[src/hdl/dbff_pkg.sv]
package dbff_pkg;

    // Default sizes of the back store and the dirty marks
    localparam int DEF_MAX_WIDTH  = 128;
    localparam int DEF_MAX_HEIGHT = 160;
    localparam int DEF_MAX_BLOCKS = 160;

    // Width of effective frame dimensions (values up to 256)
    localparam int DIM_W   = 9;
    // Width of coordinates carried in a command
    localparam int COORD_W = 8;
    // Command queue depth
    localparam int QUEUE_DEPTH = 4;

    // One channel level step of the 2-bit store codes
    localparam logic [7:0] CH_STEP = 8'd85;

    // Register reset values
    localparam logic [7:0] RST_FRAME_WIDTH  = 8'd128;
    localparam logic [7:0] RST_FRAME_HEIGHT = 8'd160;
    localparam logic [2:0] RST_BLOCK_SHIFT  = 3'd3;

    // Request and result kinds
    localparam logic REQ_WRITE  = 1'b0;
    localparam logic REQ_FLUSH  = 1'b1;
    localparam logic KIND_PIXEL = 1'b0;
    localparam logic KIND_DONE  = 1'b1;

    // Configuration register indexes
    typedef enum logic [1:0] {
        CFG_FRAME_WIDTH  = 2'd0,
        CFG_FRAME_HEIGHT = 2'd1,
        CFG_BLOCK_SHIFT  = 2'd2
    } cfg_reg_t;

    // Work handed from the front to the back
    typedef enum logic [1:0] {
        CMD_WRITE      = 2'd0,
        CMD_PIXEL      = 2'd1,
        CMD_PIXEL_DONE = 2'd2,
        CMD_DONE       = 2'd3
    } cmd_op_t;

    typedef struct packed {
        logic        req_type;
        logic [6:0]  pix_x;
        logic [7:0]  pix_y;
        logic [7:0]  red;
        logic [7:0]  green;
        logic [7:0]  blue;
    } in_item_t;

    typedef struct packed {
        logic        out_kind;
        logic [15:0] lcd_color;
        logic [6:0]  out_x;
        logic [7:0]  out_y;
        logic        block_last;
    } out_item_t;

    typedef struct packed {
        cmd_op_t              op;
        logic [COORD_W-1:0]   col;
        logic [COORD_W-1:0]   row;
        logic [5:0]           code;
        logic                 last;
    } cmd_t;

    // Front-side view of the queue and the back
    typedef struct packed {
        logic q_full;
        logic clr_busy;
    } front_stat_t;

    // RGB565 field values of levels 0/85/170/255
    localparam logic [4:0] LVL5 [4] = '{5'd0, 5'd10, 5'd21, 5'd31};
    localparam logic [5:0] LVL6 [4] = '{6'd0, 6'd21, 6'd42, 6'd63};

    // 8-bit channel to 2-bit code (value divided by 85)
    function automatic logic [1:0] channel_code(logic [7:0] v);
        logic [1:0] c;
        if (v >= 8'(3 * CH_STEP))      c = 2'd3;
        else if (v >= 8'(2 * CH_STEP)) c = 2'd2;
        else if (v >= CH_STEP)         c = 2'd1;
        else                           c = 2'd0;
        return c;
    endfunction

    // Stored 6-bit pixel to RGB565 word
    function automatic logic [15:0] to_rgb565(logic [5:0] c);
        return {LVL5[c[5:4]], LVL6[c[3:2]], LVL5[c[1:0]]};
    endfunction

endpackage

[src/hdl/dbff_queue.sv]
module dbff_queue import dbff_pkg::*; (
    input  logic aclk,
    input  logic aresetn,
    input  logic push,
    input  cmd_t push_cmd,
    output logic full,
    output logic not_empty,
    output cmd_t head_cmd,
    input  logic pop
);

    localparam int PW = $clog2(QUEUE_DEPTH);

    cmd_t            slot_reg [QUEUE_DEPTH];
    logic [PW-1:0]   wr_ptr_reg, wr_ptr_next;
    logic [PW-1:0]   rd_ptr_reg, rd_ptr_next;
    logic [PW:0]     count_reg, count_next;

    assign full      = (count_reg == (PW+1)'(QUEUE_DEPTH));
    assign not_empty = (count_reg != '0);
    assign head_cmd  = slot_reg[rd_ptr_reg];

    // Pointer and fill count update
    always_comb begin
        wr_ptr_next = wr_ptr_reg;
        rd_ptr_next = rd_ptr_reg;
        count_next  = count_reg;
        if (push) begin
            wr_ptr_next = wr_ptr_reg + 1'b1;
        end
        if (pop) begin
            rd_ptr_next = rd_ptr_reg + 1'b1;
        end
        if (push && !pop) begin
            count_next = count_reg + 1'b1;
        end else if (pop && !push) begin
            count_next = count_reg - 1'b1;
        end
    end

    always_ff @(posedge aclk) begin
        if (!aresetn) begin
            wr_ptr_reg <= '0;
            rd_ptr_reg <= '0;
            count_reg  <= '0;
        end else begin
            wr_ptr_reg <= wr_ptr_next;
            rd_ptr_reg <= rd_ptr_next;
            count_reg  <= count_next;
        end
    end

    always_ff @(posedge aclk) begin
        if (push) begin
            slot_reg[wr_ptr_reg] <= push_cmd;
        end
    end

endmodule

[config.mk]
export PLATFORM = sky130hd
export DESIGN_NAME = dbff_queue
export DESIGN_NICKNAME = d
export VERILOG_FILES = /design/src/hdl/dbff_pkg.sv /design/src/hdl/dbff_queue.sv
export SDC_FILE = /design/constraint.sdc
export NUM_CORES = 1
export LEC_CHECK = 0
export ABC_AREA = 0
export BUFFER_PORTS_ARGS = -buffer_cell sky130_fd_sc_hd__buf_2
export CAP_MARGIN = 25
export CORE_AREA = 5 5 137 139
export CTS_CLUSTER_DIAMETER = 120
export DETAILED_ROUTE_END_ITERATION = 12
export DIE_AREA = 0 0 142 144
export GPL_TIMING_DRIVEN = 1
export HOLD_SLACK_MARGIN = 0.1
export PLACE_DENSITY = 0.46
export SYNTH_ARGS = -nofsm -noshare
export SYNTH_HDL_FRONTEND = slang
export SYNTH_SLANG_ARGS = --single-unit
[constraint.sdc]
create_clock -name aclk -period 1.45 [get_ports aclk]
set_input_delay 0.145 -clock aclk [delete_from_list [all_inputs] [get_ports aclk]]
set_output_delay 0.145 -clock aclk [all_outputs]
set_load 0.01 [all_outputs]
Yosys cells after proc, flatten, opt, wreduce, memory -nomap -nowiden
Memory sizes are Yosys's and may differ from the RTL's. A register that Yosys moved wholly into a read port is not among the register bits.
Cells that the tools add are included.
- bits of input ports: 29
- memories kept: 1
- register bits: 7
- output and inout port bits: 27
- bits in writable memories: 100
- memory list (memory ; words ; width ; rd ports ; clocked after memory_dff ; wr ports ; line ; RTL):
    slot_reg ; 4 ; 25 ; 1 ; 1 ; 1 ; dbff_queue.sv:14 ; cmd_t slot_reg [QUEUE_DEPTH];
- reduce and logical (&&, ||, !) cells: 6
- add/subtract/negate cells: 4
- equal/unequal tests: 1
- multiplexer cells: 6
- operator list (operator ; number):
    $mux 3 ; 2
    $add 2x1->2 const B ; 2
    $mux 2 ; 2
    $add 3x1->3 const B ; 1
    $eq 3x3->1 const B ; 1
    $reduce_bool 3->1 ; 1
    $sub 3x1->3 const B ; 1
    $logic_and 1x1->1 ; 2
    $logic_not 1->1 ; 2
    $mux 1 ; 2
    $reduce_bool 2->1 ; 1

Depth between registers and ports, before layout
Gate-level depths: netlist (run 1).
- word-level depth: 4
- depth in mapped cells: 7
- gate-level depth less buffers: 7

Worst setup path before layout (run 1)
No wires, ideal clock.
- path kind: flip-flop to flip-flop
- start: register wr_ptr_reg[0]
- end: memory slot_reg[2][0] (netlist name), enable pin
- data arrival time: 1.173 ns
- library setup time: 0.384 ns
- cell stages (with the launch flop): 4
- required time: 1.066 ns
- slack: -0.107 ns
- cells stage by stage: dfxtp_1 -> inv_1 -> ha_1 -> and2_1
- RTL lines (what ; line ; RTL):
    start, declared ; dbff_queue.sv:15 ; logic [PW-1:0] wr_ptr_reg, wr_ptr_next;
    start signal, assigned ; dbff_queue.sv:47 ; wr_ptr_reg <= wr_ptr_next;
    end, declared ; dbff_queue.sv:14 ;
Straight into the memory's write port.

==> Flow_metrics.wiki, run 1 <==
{| class="wikitable"
! Metric !! Value
|-
| Area of the core || 0.01753 mm2
|-
| Required time of the critical path || 1.31 ns
|-
| Final number of hold-violating endpoints || 0
|-
| Setup Skew || 0.01192 ns
|-
| Area of all sequential standard cells || 0.003196 mm2
|-
| Crit path capture || head_cmd[12]
|-
| Drc violations || 0
|-
| Largest fanout of any net on the critical path || 7
|-
| Total gr overflow || 0
|-
| Inst Count DP || 463
|-
| Synth Cell Area || 0.004098 mm2
|-
| Most frequent cells in the layout || sky130_fd_sc_hd__edfxtp_1, sky130_fd_sc_hd__buf_2, sky130_fd_sc_hd__dlygate4sd3_1, sky130_fd_sc_hd__mux4_2, sky130_fd_sc_hd__buf_6
|-
| NumNets Final || 309
|-
| Data arrival time of the critical path || 1.64 ns
|-
| Hold WC Path Type || input pin to flop
|-
| Clock tree buffer depth || 2
|-
| Number of global-route vias before repair || 2136
|-
| Sequential element share of the synthesized area || 77.68%
|-
| Area grow syn2layout || 34.50%
|-
| Failing checks || negative setup slack
|-
| Maximum number of pins on one net before global-route repair || 26
|-
| Max-Cap Viols || 0
|-
| Antenna violations before repair || 0
|-
| RR Startpoint || count_reg[1]
|-
| Die boundary height || 144 um
|-
| Number of endpoints failing setup at the final stage || 25
|-
| Weighted congestion at the end of routability-driven global placement || 0.6492
|-
| Mean instance size in the synthesized netlist || 23.55 um2
|-
| Overall track demand over capacity in global routing || 8.602%
|-
| Buffers and inverters on the worst path || 2
|-
| Clock tree from TritonCTS || done
|-
| TritonRoute pass-1 iters || 3
|-
| Later-pin clock latency in the skew report || 0.35 ns
|-
| CTS H-tree lvls || 3
|-
| Detailed placer's ending HPWL || 4.810 mm
|-
| Leading cell type in the layout, fill and taps excluded || sky130_fd_sc_hd__edfxtp_1
|-
| Clock sink total || 109
|-
| Cell depth of the worst setup path || 3
|-
| Cell row count || 49
|-
| Post-route minimum period || 1.782 ns
|-
| Flop2flop setup slack || 0 ns
|-
| Combined area of the multi-input logic cells || 822.0 um2
|-
| Fraction of layout instances using a drive strength above 1 || 42.09%
|-
| Fin worst setup slack || -0.3320 ns
|-
| Number of synthesized register bits || 109
|-
| Fmax || 561.2 MHz
|-
| Filler-free cell count of the finished design || 507
|-
| Final cycle utilization of the critical path || 122.9%
|-
| TritonCTS buffer count || 9
|-
| Fraction of the core area covered by cells at the end of the flow || 31.43%
|-
| Cells after synthesis || 174
|-
| Floorplan die area || 0.02045 mm2
|-
| # port buffers || 55
|-
| Run status || finished, violations left
|-
| Tightest Pin Transition || 0.1871 ns
|-
| Sum of routed wire length over all layers || 8.438 mm
|-
| Syn_nets || 209
|-
| Number of pins with negative max-slew slack in the final report || 0
|-
| Clock edge transition at the registers on the reported setup and hold paths || 0.08 ns
|-
| RSZ-0062 raised after global routing || yes
|-
| Number of antenna repair diodes || 0
|-
| Worst voltage drop across the vdd grid || 521.0 uV
|-
| Worst setup SP type || flop
|-
| Cell with the largest stage delay on the worst path || sky130_fd_sc_hd__mux4_2
|-
| Via count || 1966
|-
| Initial DRC Count || 129
|-
| Category of the worst setup path capture point || output port
|-
| Leakage power || 1.891 nW
|-
| Initial core utilization || 23.37%
|-
| Crit path cell chain || buf_12 -> mux4_2 -> buf_6
|-
| # IOs || 56
|-
| Die width || 142 um
|-
| Unique masters post-synth || 21
|-
| Routed vias/inst || 3.878
|-
| Final Power || 7.137 mW
|-
| WL/cell || 16.64 um
|-
| Slew Limit Headroom || 87.40%
|-
| Cell type group with the largest total delay on the critical path || multiplexers
|-
| Filler Cells Inserted || 1761
|-
| Terminus of the critical flop-to-flop path || count_reg[2]
|-
| Cell area power density || 1295 mW/mm2
|-
| Number of cell instances on the worst register-to-register path || 4
|-
| Remaining antenna violation count after routing || 0
|-
| Flip-flop count of the largest register after layout || 100
|-
| Yosys warnings || 0
|-
| Crit Path Class || flop to output port
|-
| Delay contributed by the slowest stage of the critical path || 0.54 ns
|-
| Cell at the root of the clock tree || sky130_fd_sc_hd__clkbuf_16
|-
| Wire length of the first global-routing pass || 12.51 mm
|}
-- tightest hold or removal path, stage by stage --
cell,delay [ns]
sky130_fd_sc_hd__buf_2,0.11
sky130_fd_sc_hd__xor2_1,0.08
sky130_fd_sc_hd__and2_1,0.15
-- how the worst min path moves through the flow --
stage | cells after the start | slack (ns) | end | startpoint
after CTS | 3 | 0.15 | rd_ptr_reg[0] | pop
after global routing | 3 | 0.18 | flop | pop
final | 3 | 0.17 | rd_ptr_reg[0] | pop
after detailed placement | 1 | 0.37 | slot_reg[2][5] | push_cmd[5]
after global placement | 1 | 0.36 | slot_reg[2][0] | push_cmd[0]
after floorplan | 0 | 0.24 | slot_reg[0][0] | push_cmd[0]
-- synthesized netlist by cell type --
master,instances,area (um2)
sky130_fd_sc_hd__a21boi_0,1,7.510
sky130_fd_sc_hd__nand2_1,1,3.750
sky130_fd_sc_hd__nor2b_1,2,12.51
sky130_fd_sc_hd__inv_1,4,15.01
sky130_fd_sc_hd__mux4_1,5,131.4
sky130_fd_sc_hd__buf_6,1,11.26
sky130_fd_sc_hd__mux4_2,20,450.4
sky130_fd_sc_hd__nor3b_1,1,7.510
sky130_fd_sc_hd__o21ai_0,1,5.000
sky130_fd_sc_hd__buf_12,2,40.04
sky130_fd_sc_hd__and2_1,9,56.30
sky130_fd_sc_hd__fa_1,1,20.02
sky130_fd_sc_hd__xor2_1,3,26.28
sky130_fd_sc_hd__mux2i_1,2,20.02
sky130_fd_sc_hd__dfxtp_1,9,180.2
sky130_fd_sc_hd__buf_2,2,10.01
sky130_fd_sc_hd__or3_1,2,12.51
sky130_fd_sc_hd__xnor2_1,2,17.52
sky130_fd_sc_hd__edfxtp_1,100,3003
sky130_fd_sc_hd__ha_1,5,62.56
sky130_fd_sc_hd__clkbuf_2,1,5.000
-- what timing repair did --
item	CTS	global route
gates resized for setup	22	11
pin swaps	1	4
endpoints found under the setup margin	27	26
hold endpoints to repair	103	0
hold buffers	26	0
setup buffers	2	1
cloned	1	1
-- layer usage --
metal	wire length (um)	track usage [%]	part of all wire (%)	up-vias
met3	344	2.348	4.1	13
met1	3788	10.52	45	1005
met4	192	5.000	2.3	0
met5	0	0	0	-
met2	4113	13.71	49	39
li1	-	-	-	909
-- report_power, final --
| group | total [mW] | leakage (nW) | internal, mW | switching, mW |
|---|---|---|---|---|
| Combinational | 0.984 | 0.751 | 0.564 | 0.420 |
| Clock | 2.49 | 0.145 | 1.35 | 1.14 |
| Sequential | 3.67 | 0.995 | 3.60 | 0.0627 |
| Total | 7.14 | 1.89 | 5.52 | 1.62 |
-- cells by family after synthesis --
kind of cell | Yosys count | share of synthesized area (%)
flip-flops | 109 | 77.68
multiplexers | 27 | 14.69
AND/OR/NAND/NOR | 15 | 2.259
buffers and inverters | 10 | 1.985
adder cells (fa/ha/maj) | 6 | 2.015
XOR/XNOR | 5 | 1.069
AO/OA/AOI/OAI | 2 | 0.3053
-- area by class of cell --
type | count | area share, %
clock buffers | 9 | 4.086
inverters | 4 | 0.2724
well taps | 229 | 5.199
multi-input cells | 55 | 14.91
flip-flops and latches | 109 | 57.98
clock inverters | 6 | 1.294
repair buffers | 95 | 16.25
-- metrics by stage --
step / setup WS, ns / cell area, um2 / setup TNS, ns / hold WS (ns)
floorplan: 0.02434 / 4103 / 0 / 0.2439
global placement: -0.1188 / 4770 / -0.2133 / 0.3600
detailed placement: -0.2269 / 4770 / -0.3008 / 0.3662
CTS: -0.3686 / 5438 / -8.036 / 0.1465
global route: -0.4041 / 5512 / -9.281 / 0.1804
finish: -0.3320 / 5512 / -7.559 / 0.1650
Note: power is estimated with default switching activity, not from simulation.
==> run 2, diff against run 1 <==
PLACE_DENSITY = 0.45   (was 0.46)
clock period = 1.9 ns   (was 1.45 ns; I/O delays follow)
==> Flow_metrics.wiki, run 2 (synthesis results as in run 1) <==
{| class="wikitable"
! Metric !! Value
|-
| Post-route minimum period || 1.865 ns
|-
| # port buffers || 55
|-
| Maximum number of pins on one net before global-route repair || 26
|-
| Max-Cap Viols || 0
|-
| CTS H-tree lvls || 3
|-
| Run status || finished clean
|-
| Initial DRC Count || 85
|-
| WL/cell || 15.56 um
|-
| Data arrival time of the critical path || 1.68 ns
|-
| Final number of hold-violating endpoints || 0
|-
| Largest fanout of any net on the critical path || 6
|-
| Final cycle utilization of the critical path || 98.17%
|-
| Area of the core || 0.01753 mm2
|-
| Fraction of layout instances using a drive strength above 1 || 39.11%
|-
| Initial core utilization || 23.37%
|-
| Die width || 142 um
|-
| Total gr overflow || 0
|-
| Clock tree buffer depth || 2
|-
| Weighted congestion at the end of routability-driven global placement || 0.6279
|-
| Via count || 1888
|-
| Category of the worst setup path capture point || output port
|-
| TritonRoute pass-1 iters || 4
|-
| Crit Path Class || flop to output port
|-
| Critical hold path startpoint || aresetn
|-
| Hold_ws || 0.1317 ns
|-
| Delay contributed by the slowest stage of the critical path || 0.52 ns
|-
| Most frequent cells in the layout || sky130_fd_sc_hd__edfxtp_1, sky130_fd_sc_hd__buf_2, sky130_fd_sc_hd__dlygate4sd3_1, sky130_fd_sc_hd__mux4_2, sky130_fd_sc_hd__clkbuf_16
|-
| Sum of routed wire length over all layers || 7.780 mm
|-
| Tightest Pin Transition || 0.7355 ns
|-
| Routed vias/inst || 3.776
|-
| Cell area power density || 979.8 mW/mm2
|-
| Flip-flop count of the largest register after layout || 100
|-
| Required time of the critical path || 1.71 ns
|-
| Number of global-route vias before repair || 2156
|-
| Post-route design area || 0.005268 mm2
|-
| NumNets Final || 301
|-
| Number of endpoints failing setup at the final stage || 0
|-
| Number of instances on the worst hold path || 2
|-
| Crit path cell chain || buf_12 -> buf_16 -> mux4_2 -> buf_6
|-
| Remaining antenna violation count after routing || 0
|-
| Number of cell instances on the worst register-to-register path || 3
|-
| Worst Hold End || wr_ptr_reg[0]
|-
| Setup Skew || 0.004547 ns
|-
| Fmax || 536.1 MHz
|-
| Later-pin clock latency in the skew report || 0.34 ns
|-
| Slew Limit Headroom || 50.97%
|-
| Area grow syn2layout || 28.55%
|-
| Wire length of the first global-routing pass || 12.33 mm
|-
| DP Area || 0.004656 mm2
|-
| Worst setup SP type || flop
|-
| Cell with the largest stage delay on the worst path || sky130_fd_sc_hd__mux4_2
|-
| Number of pins with negative max-slew slack in the final report || 0
|-
| Cell row count || 49
|-
| Leakage power || 1.787 nW
|-
| Clock sink total || 109
|-
| Leading cell type in the layout, fill and taps excluded || sky130_fd_sc_hd__edfxtp_1
|-
| Clock edge transition at the registers on the reported setup and hold paths || 0.07 ns
|-
| Antenna violations before repair || 0
|-
| Cell at the root of the clock tree || sky130_fd_sc_hd__clkbuf_16
|-
| Drc violations || 0
|-
| Floorplan die area || 0.02045 mm2
|-
| Terminus of the critical flop-to-flop path || slot_reg[2][5]
|-
| Final Power || 5.161 mW
|-
| Clock tree from TritonCTS || done
|-
| Flop2flop setup slack || 0.32 ns
|-
| Hold WC Path Type || input pin to flop
|-
| Overall track demand over capacity in global routing || 8.283%
|-
| Die boundary height || 144 um
|-
| Number of antenna repair diodes || 0
|-
| RSZ-0062 raised after global routing || yes
|-
| Detailed placer's ending HPWL || 4.706 mm
|-
| RR Startpoint || wr_ptr_reg[0]
|-
| TritonCTS buffer count || 9
|-
| Worst voltage drop across the vdd grid || 358.4 uV
|-
| Filler Cells Inserted || 1750
|-
| # IOs || 56
|}
-- run 2: changes by cell type in the layout (fill, tap and decap cells not counted), moves of 3 or more --
cell	change
sky130_fd_sc_hd__buf_2	+16
sky130_fd_sc_hd__buf_12	-4
sky130_fd_sc_hd__buf_4	-3
sky130_fd_sc_hd__buf_6	-16
-- run 2: final cells by class --
class	instances	area [um2]	share of cell area, %
clock buffers	9	225.2	4.276
clock inverters	7	48.80	0.9264
inverters	4	15.01	0.2850
multi-input cells	55	823.3	15.63
flip-flops and latches	109	3188	60.52
well taps	229	286.5	5.439
repair buffers	87	680.7	12.92
-- run 2: stage by stage --
step	setup slack (ns)	cells	util [%]	TNS, ns
6_report	0.03483	500	30.04	0
5_1_grt	-0.03742	500	30.04	-0.1783
4_1_cts	-0.05101	499	29.91	-0.4978
3_5_place_dp	0.2155	456	26.55	0
3_3_place_gp	0.2440	456	26.55	0
2_1_floorplan	0.3426	174	-	0
-- run 2: timing repair --
| action | 4_1_cts | 5_1_grt |
|---|---|---|
| buffers inserted | 0 | 1 |
| hold buffers | 25 | 0 |
| hold endpoints to repair | 100 | 0 |
| pin swaps | 0 | 0 |
| gates resized for setup | 2 | 9 |
| endpoints found under the setup margin | 5 | 19 |
| gates cloned | 2 | 0 |
-- run 2: worst max path at each step --
stage	start	to	slack, ns	cells past startpoint
2_1_floorplan	wr_ptr_reg[0]	slot_reg[2][0]	0.34	3
3_3_place_gp	push	count_reg[2]	0.24	7
3_5_place_dp	push	count_reg[2]	0.22	7
4_1_cts	flop	head_cmd[18]	-0.05	3
5_1_grt	flop	head_cmd[9]	-0.04	4
6_report	flop	head_cmd[13]	0.03	4
-- run 2: worst max-delay path: cells and delay by family (launching register included) --
family / cells / cell delay, ns
buf+inv: 3 / 0.39
mux: 1 / 0.52
flops: 1 / 0.42
-- run 2: layer usage --
layer / up-vias / part of all wire [%] / global-route usage [%]
met3: 11 / 4.4 / 3.009
met1: 947 / 44 / 9.996
met2: 36 / 51 / 13.69
li1: 894 / - / -
met5: - / 0 / 0
met4: 0 / 1.5 / 3.030
-- run 2: where the power goes --
part | switching, mW | total, mW | internal [mW]
registers | 0.0468 | 2.80 | 2.75
clock network | 0.833 | 1.72 | 0.892
logic | 0.300 | 0.640 | 0.340
