==> config.mk <==
export PLATFORM = sky130hd
export DESIGN_NAME = dbff_front
export DESIGN_NICKNAME = d
export VERILOG_FILES = /design/src/hdl/dbff_pkg.sv /design/src/hdl/dbff_front.sv
export SDC_FILE = /design/constraint.sdc
export NUM_CORES = 1
export LEC_CHECK = 0
export ABC_AREA = 1
export BUFFER_PORTS_ARGS = -buffer_cell sky130_fd_sc_hd__buf_2
export CAP_MARGIN = 20
export CORE_MARGIN = 5
export CORE_UTILIZATION = 30
export CTS_CLUSTER_DIAMETER = 40
export CTS_CLUSTER_SIZE = 16
export DETAILED_ROUTE_END_ITERATION = 10
export GPL_TIMING_DRIVEN = 0
export SYNTH_ARGS = -nofsm -noshare
export SYNTH_HDL_FRONTEND = slang
export SYNTH_SLANG_ARGS = --single-unit
==> constraint.sdc <==
create_clock -name aclk -period 4.74 [get_ports aclk]
set_input_delay 0.237 -clock aclk [delete_from_list [all_inputs] [get_ports aclk]]
set_output_delay 0.237 -clock aclk [all_outputs]
set_load 0.01 [all_outputs]
==> src/hdl/dbff_pkg.sv <==
package dbff_pkg;

    // Default sizes of the back store and the dirty marks
    localparam int DEF_MAX_WIDTH  = 128;
    localparam int DEF_MAX_HEIGHT = 160;
    localparam int DEF_MAX_BLOCKS = 160;

    // Width of effective frame dimensions (values up to 256)
    localparam int DIM_W   = 9;
    // Width of coordinates carried in a command
    localparam int COORD_W = 8;
    // Command queue depth
    localparam int QUEUE_DEPTH = 4;

    // One channel level step of the 2-bit store codes
    localparam logic [7:0] CH_STEP = 8'd85;

    // Register reset values
    localparam logic [7:0] RST_FRAME_WIDTH  = 8'd128;
    localparam logic [7:0] RST_FRAME_HEIGHT = 8'd160;
    localparam logic [2:0] RST_BLOCK_SHIFT  = 3'd3;

    // Request and result kinds
    localparam logic REQ_WRITE  = 1'b0;
    localparam logic REQ_FLUSH  = 1'b1;
    localparam logic KIND_PIXEL = 1'b0;
    localparam logic KIND_DONE  = 1'b1;

    // Configuration register indexes
    typedef enum logic [1:0] {
        CFG_FRAME_WIDTH  = 2'd0,
        CFG_FRAME_HEIGHT = 2'd1,
        CFG_BLOCK_SHIFT  = 2'd2
    } cfg_reg_t;

    // Work handed from the front to the back
    typedef enum logic [1:0] {
        CMD_WRITE      = 2'd0,
        CMD_PIXEL      = 2'd1,
        CMD_PIXEL_DONE = 2'd2,
        CMD_DONE       = 2'd3
    } cmd_op_t;

    typedef struct packed {
        logic        req_type;
        logic [6:0]  pix_x;
        logic [7:0]  pix_y;
        logic [7:0]  red;
        logic [7:0]  green;
        logic [7:0]  blue;
    } in_item_t;

    typedef struct packed {
        logic        out_kind;
        logic [15:0] lcd_color;
        logic [6:0]  out_x;
        logic [7:0]  out_y;
        logic        block_last;
    } out_item_t;

    typedef struct packed {
        cmd_op_t              op;
        logic [COORD_W-1:0]   col;
        logic [COORD_W-1:0]   row;
        logic [5:0]           code;
        logic                 last;
    } cmd_t;

    // Front-side view of the queue and the back
    typedef struct packed {
        logic q_full;
        logic clr_busy;
    } front_stat_t;

    // RGB565 field values of levels 0/85/170/255
    localparam logic [4:0] LVL5 [4] = '{5'd0, 5'd10, 5'd21, 5'd31};
    localparam logic [5:0] LVL6 [4] = '{6'd0, 6'd21, 6'd42, 6'd63};

    // 8-bit channel to 2-bit code (value divided by 85)
    function automatic logic [1:0] channel_code(logic [7:0] v);
        logic [1:0] c;
        if (v >= 8'(3 * CH_STEP))      c = 2'd3;
        else if (v >= 8'(2 * CH_STEP)) c = 2'd2;
        else if (v >= CH_STEP)         c = 2'd1;
        else                           c = 2'd0;
        return c;
    endfunction

    // Stored 6-bit pixel to RGB565 word
    function automatic logic [15:0] to_rgb565(logic [5:0] c);
        return {LVL5[c[5:4]], LVL6[c[3:2]], LVL5[c[1:0]]};
    endfunction

endpackage

==> src/hdl/dbff_front.sv <==
module dbff_front import dbff_pkg::*; #(
    parameter int MAX_WIDTH  = DEF_MAX_WIDTH,
    parameter int MAX_HEIGHT = DEF_MAX_HEIGHT,
    parameter int MAX_BLOCKS = DEF_MAX_BLOCKS
) (
    input  logic        aclk,
    input  logic        aresetn,
    // config writes
    input  logic        cfg_valid,
    input  logic [1:0]  cfg_index,
    input  logic [7:0]  cfg_wdata,
    // input items
    input  logic        s_valid,
    output logic        s_ready,
    input  in_item_t    s_payload,
    // queue side
    input  front_stat_t stat,
    output logic        push,
    output cmd_t        push_cmd
);

    localparam int COL_W = $clog2(MAX_WIDTH);
    localparam int ROW_W = $clog2(MAX_HEIGHT);
    localparam int BLK_W = (MAX_BLOCKS > 1) ? $clog2(MAX_BLOCKS) : 1;

    logic [7:0]            frame_width_reg;
    logic [7:0]            frame_height_reg;
    logic [2:0]            block_shift_reg;
    logic [COL_W-1:0]      scan_col_reg, scan_col_next;
    logic [ROW_W-1:0]      scan_row_reg, scan_row_next;
    logic [MAX_BLOCKS-1:0] marks_reg, marks_next;

    logic [DIM_W-1:0] eff_w, eff_h;
    logic             accept;
    logic             is_write;
    logic             in_frame;
    logic [7:0]       wr_blk;
    logic             wr_mark;
    logic             restart;
    logic [COL_W-1:0] cur_x;
    logic [ROW_W-1:0] cur_y;
    logic [DIM_W-1:0] x1, y1, blk_mask;
    logic [7:0]       sc_blk;
    logic             dirty, row_end, frame_end, blk_last;

    // Configuration registers
    always_ff @(posedge aclk) begin
        if (!aresetn) begin
            frame_width_reg  <= RST_FRAME_WIDTH;
            frame_height_reg <= RST_FRAME_HEIGHT;
            block_shift_reg  <= RST_BLOCK_SHIFT;
        end else if (cfg_valid) begin
            unique case (cfg_reg_t'(cfg_index))
                CFG_FRAME_WIDTH:  frame_width_reg  <= cfg_wdata;
                CFG_FRAME_HEIGHT: frame_height_reg <= cfg_wdata;
                CFG_BLOCK_SHIFT:  block_shift_reg  <= cfg_wdata[2:0];
                default: ;
            endcase
        end
    end

    // Effective frame size: zero acts as 1, clamp to the store size
    always_comb begin
        if (frame_width_reg == '0)                      eff_w = DIM_W'(1);
        else if (DIM_W'(frame_width_reg) > DIM_W'(MAX_WIDTH)) eff_w = DIM_W'(MAX_WIDTH);
        else                                            eff_w = DIM_W'(frame_width_reg);
        if (frame_height_reg == '0)                     eff_h = DIM_W'(1);
        else if (DIM_W'(frame_height_reg) > DIM_W'(MAX_HEIGHT)) eff_h = DIM_W'(MAX_HEIGHT);
        else                                            eff_h = DIM_W'(frame_height_reg);
    end

    assign s_ready  = !stat.q_full && !stat.clr_busy;
    assign accept   = s_valid && s_ready;
    assign is_write = (s_payload.req_type == REQ_WRITE);

    // Write classification
    assign in_frame = (DIM_W'(s_payload.pix_x) < eff_w) && (DIM_W'(s_payload.pix_y) < eff_h);
    assign wr_blk   = s_payload.pix_y >> block_shift_reg;
    assign wr_mark  = in_frame && (DIM_W'(wr_blk) < DIM_W'(MAX_BLOCKS));

    // Flush classification at the current scan position
    assign restart  = (DIM_W'(scan_col_reg) >= eff_w) || (DIM_W'(scan_row_reg) >= eff_h);
    assign cur_x    = restart ? '0 : scan_col_reg;
    assign cur_y    = restart ? '0 : scan_row_reg;
    assign x1       = DIM_W'(cur_x) + DIM_W'(1);
    assign y1       = DIM_W'(cur_y) + DIM_W'(1);
    assign sc_blk   = 8'(cur_y) >> block_shift_reg;
    assign dirty    = (DIM_W'(sc_blk) < DIM_W'(MAX_BLOCKS)) && marks_reg[sc_blk[BLK_W-1:0]];
    assign row_end  = (x1 == eff_w);
    assign frame_end = row_end && (y1 == eff_h);
    assign blk_mask = (DIM_W'(1) << block_shift_reg) - DIM_W'(1);
    assign blk_last = row_end && (((y1 & blk_mask) == '0) || (y1 == eff_h));

    // Command toward the back
    always_comb begin
        push_cmd = '0;
        push     = 1'b0;
        if (is_write) begin
            push_cmd.op   = CMD_WRITE;
            push_cmd.col  = COORD_W'(s_payload.pix_x);
            push_cmd.row  = COORD_W'(s_payload.pix_y);
            push_cmd.code = {channel_code(s_payload.red),
                             channel_code(s_payload.green),
                             channel_code(s_payload.blue)};
            push          = accept && in_frame;
        end else begin
            if (dirty && frame_end) push_cmd.op = CMD_PIXEL_DONE;
            else if (dirty)         push_cmd.op = CMD_PIXEL;
            else                    push_cmd.op = CMD_DONE;
            push_cmd.col  = COORD_W'(cur_x);
            push_cmd.row  = COORD_W'(cur_y);
            push_cmd.last = blk_last;
            push          = accept && (dirty || frame_end);
        end
    end

    // Scan position and dirty marks
    always_comb begin
        scan_col_next = scan_col_reg;
        scan_row_next = scan_row_reg;
        marks_next    = marks_reg;
        if (accept && is_write) begin
            if (wr_mark) begin
                marks_next[wr_blk[BLK_W-1:0]] = 1'b1;
            end
        end else if (accept) begin
            if (frame_end) begin
                scan_col_next = '0;
                scan_row_next = '0;
                marks_next    = '0;
            end else if (row_end) begin
                scan_col_next = '0;
                scan_row_next = ROW_W'(y1);
            end else begin
                scan_col_next = COL_W'(x1);
                scan_row_next = cur_y;
            end
        end
    end

    always_ff @(posedge aclk) begin
        if (!aresetn) begin
            scan_col_reg <= '0;
            scan_row_reg <= '0;
            marks_reg    <= '0;
        end else begin
            scan_col_reg <= scan_col_next;
            scan_row_reg <= scan_row_next;
            marks_reg    <= marks_next;
        end
    end

endmodule

* Yosys cells after proc, flatten, opt, wreduce, memory -nomap -nowiden *
Cells that the tools add are included.

storage, ports and cells
  bits in registers = 194
  bits in latches = 0
  bits in writable memories = 0
  memory bits (read-only) = 0
  input port bits = 56
  memories = 0

operators by class
  $add $sub $neg = 3
  $mul = 0
  divide/modulo/power cells = 0
  magnitude comparators = 20
  equality and inequality tests = 5
  shift-type cells = 3
  multiplexer cells = 33
  bitwise operators = 4
  reductions and logical operators = 28

operators by type and width
  operator                                                                             number
  160-bit 2-to-1 mux                                                                   4
  160-bit bitwise OR                                                                   1
  8-bit 2-to-1 mux                                                                     7
  8-bit greater-or-equal comparator, second input constant                             6
  8-bit by 7-bit greater-or-equal comparator with 1-bit output, second input constant  3
  7-bit 2-to-1 mux                                                                     3
  8-bit by 9-bit less-than comparator with 1-bit output, second input constant         2
  18-bit 2-to-1 mux                                                                    1
  8-bit greater-than comparator, second input constant                                 2
  8-bit zero test                                                                      2
  8-bit less-than comparator, second input constant                                    2
  2-bit 2-to-1 mux                                                                     8
  8-bit by 3-bit >> shifter with 8-bit output                                          2
  1-bit logical AND                                                                    12
  8-bit by 1-bit adder with 9-bit output, second input constant                        1
  9-bit AND                                                                            1
  8-bit by 9-bit == test with 1-bit output                                             1
  9-bit == test                                                                        1
  7-bit by 9-bit greater-or-equal comparator with 1-bit output                         1
  8-bit by 9-bit greater-or-equal comparator with 1-bit output                         1
  9-bit zero test                                                                      1
  7-bit by 9-bit less-than comparator with 1-bit output                                1
  8-bit by 9-bit less-than comparator with 1-bit output                                1
  1-bit by 3-bit left shift with 9-bit output, first input constant                    1
  other kinds (17)                                                                     31

* Longest topological paths before layout *
Gate-level depths: netlist of the first run.

  depth after elaboration = 13
  gate-level depth with buffers = 35
  depth with buffers taken out = 33

* Least setup slack after synthesis of the first run *
Ideal clock, no wire load.

  path type = flip-flop to flip-flop
  start point = register frame_height_reg[2]
  end point = register marks_reg[100]
  arrival time = 4.019 ns
  data required time = 4.624 ns
  setup slack = 0.605 ns
  cell stages (with the launch flop) = 26
  clock period less this slack = 4.135 ns
  path through = dfxtp_1 > nor3_1 > nand2_1 > o41ai_1 > ha_1 > nand3_1 > nand3_1 > nand2_1 > nand2_1 > nand2_1 > nand3_4 > nor2_1 > ha_1 > nand3_1 > nor2_1 > xor2_1 > xor2_1 > nand3_1 > nor2_2 > nand2_1 > o22ai_2 > nand3_1 > nand2_2 > buf_4 > buf_4 > a21oi_1

between the ends
  cells in the longest elaborated chain, start to end = 11

ends and longest elaborated chain
  what                                                                                                     line                                text
  start: declaration                                                                                       dbff_front.sv:27                    logic [7:0] frame_height_reg;
  start signal: assignment                                                                                 dbff_front.sv:55                    CFG_FRAME_HEIGHT: frame_height_reg <= cfg_wdata;
  8-bit greater-than comparator                                                                            dbff_front.sv:68                    else if (DIM_W'(frame_height_reg) > DIM_W'(MAX_HEIGHT)) eff_h = DIM_W'(MAX_HEIGHT);
  8-bit 2-to-1 mux                                                                                         dbff_front.sv:68
  8-bit 2-to-1 mux *                                                                                       dbff_front.sv:67                    if (frame_height_reg == '0) eff_h = DIM_W'(1);
  8-bit by 9-bit greater-or-equal comparator with 1-bit output                                             dbff_front.sv:82                    assign restart = (DIM_W'(scan_col_reg) >= eff_w) || (DIM_W'(scan_row_reg) >= eff_h);
  1-bit logical OR                                                                                         dbff_front.sv:82
  8-bit 2-to-1 mux / 7-bit 2-to-1 mux (equally long branches)                                              dbff_front.sv:84, dbff_front.sv:83
  8-bit by 1-bit adder with 9-bit output / 7-bit by 1-bit adder with 8-bit output (equally long branches)  dbff_front.sv:86, dbff_front.sv:85
  9-bit == test / 8-bit by 9-bit == test with 1-bit output (equally long branches)                         dbff_front.sv:90, dbff_front.sv:89
  1-bit logical AND                                                                                        dbff_front.sv:90                    assign frame_end = row_end && (y1 == eff_h);
  2-bit nonzero test (no source line)                                                                      n/a
  3-bit AND reduction (no source line) *                                                                   n/a
  end signal: assignment                                                                                   dbff_front.sv:149                   marks_reg <= marks_next;
  end: declaration                                                                                         dbff_front.sv:31                    logic [MAX_BLOCKS-1:0] marks_reg, marks_next;

Mark *: on every way between the ends. The rest lies on a longest branch, timed or not.
A chain may end at the register's enable or synchronous reset.

* Worst setup path in the final report of the first run *
  start point = register frame_height_reg[4]
  end point = output push

between the ends
  cells in the longest elaborated chain, start to end = 13

ends and longest elaborated chain
  what                                                          line               text
  8-bit greater-than comparator                                 dbff_front.sv:68
  8-bit 2-to-1 mux                                              dbff_front.sv:68
  8-bit 2-to-1 mux *                                            dbff_front.sv:67
  8-bit by 9-bit greater-or-equal comparator with 1-bit output  dbff_front.sv:82
  1-bit logical OR                                              dbff_front.sv:82
  8-bit 2-to-1 mux                                              dbff_front.sv:84   assign cur_y = restart ? '0 : scan_row_reg;
  8-bit by 3-bit >> shifter with 8-bit output                   dbff_front.sv:87   assign sc_blk = 8'(cur_y) >> block_shift_reg;
  1-bit binary-select mux with 8-bit select                     dbff_front.sv:88   assign dirty = (DIM_W'(sc_blk) < DIM_W'(MAX_BLOCKS)) && marks_reg[sc_blk[BLK_W-1:0]];
  1-bit 2-to-1 mux (not written as such)                        dbff_front.sv:88
  1-bit logical AND                                             dbff_front.sv:88
  1-bit logical OR                                              dbff_front.sv:113  push = accept && (dirty || frame_end);
  1-bit logical AND                                             dbff_front.sv:113
  1-bit 2-to-1 mux *                                            dbff_front.sv:98   if (is_write) begin
  end: declaration                                              dbff_front.sv:18   output logic push,

Mark *: on every way between the ends. The rest lies on a longest branch, timed or not. The select of a mux whose other input is x is not followed.

==> metrics.txt, run 1 <==
diode count 0; switch share 0.3344; hpwl dp 29,690 µm; setup violators final 0; busiest grt layer met2; Die X 208.8 µm; final wirelength 45,930 µm; Layout area overhead 30.96%; P_sw 1.380 mW; final net count 2,168; clk_skew 0.01847 ns; most common cell after layout, fill and taps aside nand3_1; final core utilization 0.3997; R2R setup slack 0.17 ns; synthesis warning total 0; Syn Std Cell Area 11,850 µm²; multi-input logic area 7323 µm²; Tcrit/Tclk final 0.9950; Die H 208.8 µm; Min-Delay Path Class in -> reg; drt pass-1 iters 6; Slew Viols, Final 0; Clock transition at path regs 0.06 ns; CP max stage cell dfxtp_4; critical-path maximum fanout 10; initial core utilization 0.3052; core box area 38,830 µm²; GRT Resource Usage Total 0.1981; Final Cell Area 15,520 µm²; Mapped Nets 1,994; vias in the first global route 12,670; via/cell ratio 5.266; FF-to-FF path depth 32; status completed; most frequent cells in the layout nand3_1 (291), nand2_1 (290), nor2_1 (248); CP required 4.50 ns; Reg power frac 0.399; drt wl/cell 17.59 µm; Root Driver clkbuf_16; Async SR Flop Fraction 0; worst-margin pin slew 0.9634 ns; antenna viol nets, final 0; PD cells 265.9 nW/µm²; first-pass GRT wire length 68,930 µm; initial antenna violation count 0; Largest register FFs 160; IO Port Bufs 81; Hold Path Stages 3; Top Ports 83; Fin. Hold Viols 0; met1 Usage GRT 0.2518; Post-synth EDFFs 0; Fill cells 4,044; H-tree Lvls 4; met2 Usage GRT 0.3231; Max Clock Freq 212.0 MHz; GRT overflow 0; post-route minimum period 4.716 ns; Max Root-Sink Buffers 2; slowest stage delay, CP 0.36 ns; post-synthesis instance total 1,907; share of cells above drive strength 1 0.2020; Post-DP Area 12,900 µm²; TritonCTS clock tree built; Cell Int Power 2.747 mW; Post-synth top flop dfxtp_1; Slew HR 0.3528; Crit. End Element primary output; CTS sink cnt 194; count of different cell masters after synthesis 45; Setup crit start kind flop; max_cap viols 0; LEAKAGE 6.030 nW; Cell Rows 72; Crit Path Class reg -> out; RSZ-0062 raised after global routing true; routed vias 13,760; Num CTS Buffers 17; sequential cell area 3911 µm²; Seq cells post-synth 194; worst vdd ir 0.2355 mV; Comb power frac 0.242; average size of a mapped cell 6.215 µm²; largest net degree at the start of global routing 19; Residual DRC 0; Iteration-0 DRC Markers 1,325; worst skew pair latency 0.47 ns; sequential-to-total area share from yosys stat 0.3277; die area 43,580 µm²; CP arrival 4.48 ns; share of power burned in the clock network 0.359; Final GP Congestion 0.9176; M3 GR Usage 0.03704
-- per-stage QoR --
| step | power [mW] | std cells | hold slack [ns] | TNS, ns | setup slack, ns |
|---|---|---|---|---|---|
| 6_report | 4.127 | 2612 | 0.02240 | 0 | 0.02352 |
| 5_1_grt | 4.268 | 2612 | 0.04024 | -0.4929 | -0.1547 |
| 3_3_place_gp | 2.382 | 2506 | 0.4323 | -151.72 | -1.377 |
| 4_1_cts | 4.022 | 2591 | 0.004592 | 0 | 0.001010 |
| 3_5_place_dp | 2.388 | 2506 | 0.4364 | -144.63 | -1.370 |
| 2_1_floorplan | 2.109 | 1907 | 0.3633 | 0 | 0.6047 |
-- cells by family after synthesis --
family / Yosys count / share of synthesized area
AOI/OAI and AO/OA: 329 / 0.1478
DFF: 194 / 0.3277
adders and majority gates: 31 / 0.03273
xor gates and xnor gates: 17 / 0.01256
muxes: 1 / 0.0008446
and+or+nand+nor: 973 / 0.3544
buffers and inverters: 361 / 0.1236
other: 1 / 0.0003164
-- per-layer routing --
metal	routed length, µm	share of wire
met2	21190	0.46
met5	0	0
met4	2323	0.051
met1	18640	0.41
met3	3782	0.082
-- power by group through the flow --
stage / sequential (mW) / combinational [mW] / clock, mW
finish: 1.65 / 0.998 / 1.48
global route: 1.65 / 1.06 / 1.56
CTS: 1.65 / 0.878 / 1.50
detailed placement: 1.68 / 0.704 / 0
global placement: 1.68 / 0.699 / 0
floorplan: 1.68 / 0.429 / 0
-- cells in the mapped netlist (3+ instances only) --
cell type / n / area share
xor2_1: 15 / 0.011
inv_1: 246 / 0.078
nor2_1: 263 / 0.083
nand2_1: 332 / 0.11
buf_2: 19 / 0.0080
a211oi_1: 3 / 0.0019
ha_1: 31 / 0.033
clkbuf_1: 59 / 0.019
o22ai_1: 3 / 0.0016
nand4_1: 16 / 0.0084
nor3_1: 9 / 0.0038
a22oi_1: 5 / 0.0032
dfxtp_1: 194 / 0.33
clkinv_1: 4 / 0.0013
buf_1: 6 / 0.0019
o211ai_1: 20 / 0.013
buf_4: 23 / 0.015
o21ai_0: 70 / 0.030
nand3_1: 336 / 0.14
inv_2: 4 / 0.0013
a21oi_1: 218 / 0.092
-- cell type report --
type	count	area share
Tap cell	518	0.04176
Clock inverter	13	0.009190
Timing Repair Buffer	156	0.07247
Multi-Input combinational cell	1352	0.4718
Buffer	106	0.06014
Clock buffer	19	0.02854
Sequential cell	194	0.2520
Inverter	254	0.06409
-- final timing paths --
kind / endpoint / from
min: frame_height_reg[5]$_SDFFE_PN1P_ / cfg_wdata[5]
max: push / frame_height_reg[4]$_SDFFE_PN0P_
max reg2reg: marks_reg[57]$_SDFFE_PN0P_ / frame_height_reg[4]$_SDFFE_PN0P_
min reg2reg: marks_reg[130]$_SDFFE_PN0P_ / marks_reg[130]$_SDFFE_PN0P_
-- critical path: cells and delay by family (launching register included) --
kind | cells | cell delay, ns
compound gates | 2 | 0.33
fa+ha+maj | 1 | 0.30
buf+inv | 4 | 0.58
flops | 1 | 0.36
simple gates | 23 | 2.41
-- timing repair --
action                                  in CTS  in global routing
setup buffers                               51                 18
cloned                                       2                  4
pin swaps                                   51                 77
hold buffers                                 0                  0
resized for setup                          208                165
endpoints found under the setup margin     172                164
No activity file was read; power rests on OpenSTA's default activity.
==> run 2: changes to the inputs <==
- ABC_AREA: 1 -> 0
- CORE_MARGIN: 5 -> default
- clock period: 4.74 -> 5.47 ns (I/O delays scaled with it)
==> run 2 against run 1 <==
The run now ends with negative setup slack left; synthesized cell count shrank 24%; synthesized area down 5.0%; utilization is 0.63 points lower; clock power is 14% lower; critical path type unchanged; sequential cell count stayed put; total power is 24% lower; design area decreased by 6.7%; final cell count shrank 20%; register-to-register slack lost 0.20 ns; wire length is 5.8% lower.
==> metrics.txt, run 2 <==
share of power burned in the clock network 0.411; Final GP Congestion 0.9658; post-route minimum period 5.545 ns; critical-path maximum fanout 7; Max Root-Sink Buffers 2; Top Ports 83; Crit Path Class reg -> out; met3 WL 3842 µm; non-filler cells, final 2,090; Final Power 3.125 mW; Post-Route M1 WL 17,770 µm; CP required 5.20 ns; CP arrival 5.27 ns; setup ws final -0.07487 ns; Mapped Nets 1,534; CTS sink cnt 194; via/cell ratio 5.607; worst hold start cfg_wdata[5]; RSZ-0062 raised after global routing true; largest net degree at the start of global routing 19; PD cells 215.9 nW/µm²; count leader, synth nor2_1; cts hold-fix bufs 0; final core utilization 0.3935; drt pass-1 iters 6; clk_skew 0.01196 ns; switch share 0.2916; max_cap viols 0; worst skew pair latency 0.47 ns; Cell Int Power 2.214 mW; Root Driver clkbuf_16; most common cell after layout, fill and taps aside dfxtp_1; Setup crit start kind flop; Reg power frac 0.455; initial core utilization 0.3061; Fill cells 3,767; initial antenna violation count 0; GRT Resource Usage Total 0.2190; TritonCTS clock tree built; Die H 195.7 µm; worst-margin pin slew 1.397 ns; DR top layer met4; most frequent cells in the layout dfxtp_1 (188), nand2_1 (187), nor2_1 (181); Clock transition at path regs 0.07 ns; Tcrit/Tclk final 1.014; Hold Path Sink frame_height_reg[5]$_SDFFE_PN1P_; Seq cells post-synth 194; average size of a mapped cell 7.780 µm²; vias in the first global route 10,980; Fin. Hold Viols 0; sequential-to-total area share from yosys stat 0.3450; synthesis warning total 0; Slew HR 0.06155; Die X 195.7 µm; Iteration-0 DRC Markers 1,316; top cell type's share of synthesized area 0.3450; Slew Viols, Final 0; RR Startpoint frame_height_reg[1]$_SDFFE_PN0P_; drt wl/cell 20.69 µm; first-pass GRT wire length 64,170 µm; hpwl dp 29,410 µm; setup violators final 19; synth cell count leaders nor2_1 (207), dfxtp_1 (194), nand2_1 (193); FF-to-FF path depth 28; die area 38,310 µm²; Comb power frac 0.134; GRT overflow 0; Largest register FFs 160; antenna viol nets, final 0; Num CTS Buffers 17; core box area 36,790 µm²; Crit. End Element primary output; P_sw 0.9113 mW; failing checks negative setup slack; Residual DRC 0; Syn Std Cell Area 11,260 µm²; routed vias 11,720; post-synthesis instance total 1,447; share of cells above drive strength 1 0.2344; final net count 1,695; R2R setup slack -0.03 ns; Min-Delay Path Class in -> reg; Post-Place Cells 1,996; Synth area leader dfxtp_1; IO Port Bufs 80; Post-synth top flop dfxtp_1; LEAKAGE 5.487 nW; Max Clock Freq 180.3 MHz; Cell Rows 70; Layout area overhead 28.56%; worst vdd ir 0.2334 mV; count of different cell masters after synthesis 83; Worst setup startpoint frame_height_reg[1]$_SDFFE_PN0P_; final wirelength 43,250 µm; Async SR Flop Fraction 0; status finished with violations; top cells by area, synth dfxtp_1 (34%), o21a_1 (8.9%), nor2_1 (6.9%), nand2_1 (6.4%), ha_1 (3.4%); Post-synth EDFFs 0; RR Endpoint marks_reg[157]$_SDFFE_PN0P_; Hold Path Stages 3; H-tree Lvls 4; Met2 Wirelength 19,770 µm
==> run 2: changes by cell type after synthesis, sizes merged, moves of 59 or more <==
cell	before	now
a21oi	218	77
inv	250	52
nand2	333	195
nand3	338	63
nor2	267	208
o21a	2	134
==> run 2: worst max path at each step <==
stage | end | slack (ns) | cells after the start
final | push | -0.07 | 25
after global routing | push | -0.28 | 25
after CTS | push | -0.11 | 26
after detailed placement | marks_reg[79]$_SDFFE_PN0P_ | -1.32 | 25
after global placement | marks_reg[153]$_SDFFE_PN0P_ | -1.31 | 25
after floorplan | marks_reg[128]$_SDFFE_PN0P_ | 0.001 | 28
==> run 2: critical path, stage by stage (launching register included) <==
cell and delay [ns]:
dfxtp_4 0.36, nor4_4 0.29, a21boi_1 0.11, o21ai_2 0.22
nand2_2 0.14, ha_4 0.27, nand4_1 0.13, nor3_4 0.07
a41o_1 0.25, buf_8 0.14, nor3_4 0.21, buf_8 0.17
and2_4 0.16, ha_4 0.14, and3_4 0.20, nand3_4 0.09
or3_4 0.37, a2111oi_4 0.36, nor3_2 0.10, nor4_4 0.28
nand2_2 0.14, nor2_4 0.16, inv_2 0.06, nand3_2 0.06
a2bb2oi_2 0.16, buf_2 0.15
==> run 2: cells by family after synthesis <==
kind of cell / after synthesis / share of synthesized area
and+or+nand+nor: 609 / 0.2534
AOI/OAI and AO/OA: 391 / 0.2359
DFF: 194 / 0.3450
buffers and inverters: 148 / 0.05968
muxes: 51 / 0.05157
adders and majority gates: 31 / 0.03445
xor gates and xnor gates: 22 / 0.01967
other: 1 / 0.0003331
==> run 2: metal layers <==
layer,global-route usage,vias up
li1,-,5381
met2,0.3610,598
met3,0.04006,131
met1,0.2789,5609
met4,0.09664,0
met5,0,-
==> run 2: stage by stage <==
stage	setup slack, ns	hold slack, ns	area (µm²)	setup TNS [ns]
2_1_floorplan	0.001364	0.3986	11270	0
3_3_place_gp	-1.313	0.4374	12250	-203.85
3_5_place_dp	-1.323	0.4481	12260	-211.24
4_1_cts	-0.1055	0.06233	13510	-0.2618
5_1_grt	-0.2779	0.07777	14470	-20.72
6_report	-0.07487	0.06013	14470	-0.4352
==> run 2: area by class of cell <==
cell class,count,area (µm²),area share
buffer,90,693.2,0.04789
clock buffer,19,432.9,0.02991
multi-input combinational,1106,7388,0.5105
inverter,52,195.2,0.01349
timing repair buffer,147,1136,0.07849
antenna,1,2.502,0.0001729
sequential,194,3899,0.2694
clock inverter,13,141.4,0.009768
tap,468,585.6,0.04046
==> run 2: what timing repair did <==
action,in CTS,in global routing
pin swaps,25,56
cloned,1,12
setup buffers,32,23
endpoints found under the setup margin,179,171
gates resized for setup,93,177
hold endpoints to repair,0,0
==> run 2: power groups by stage <==
stage / registers, mW / clock network (mW) / logic, mW
finish: 1.42 / 1.28 / 0.420
global placement: 1.45 / 0 / 0.333
global route: 1.42 / 1.35 / 0.443
detailed placement: 1.45 / 0 / 0.335
floorplan: 1.45 / 0 / 0.197
CTS: 1.42 / 1.28 / 0.367
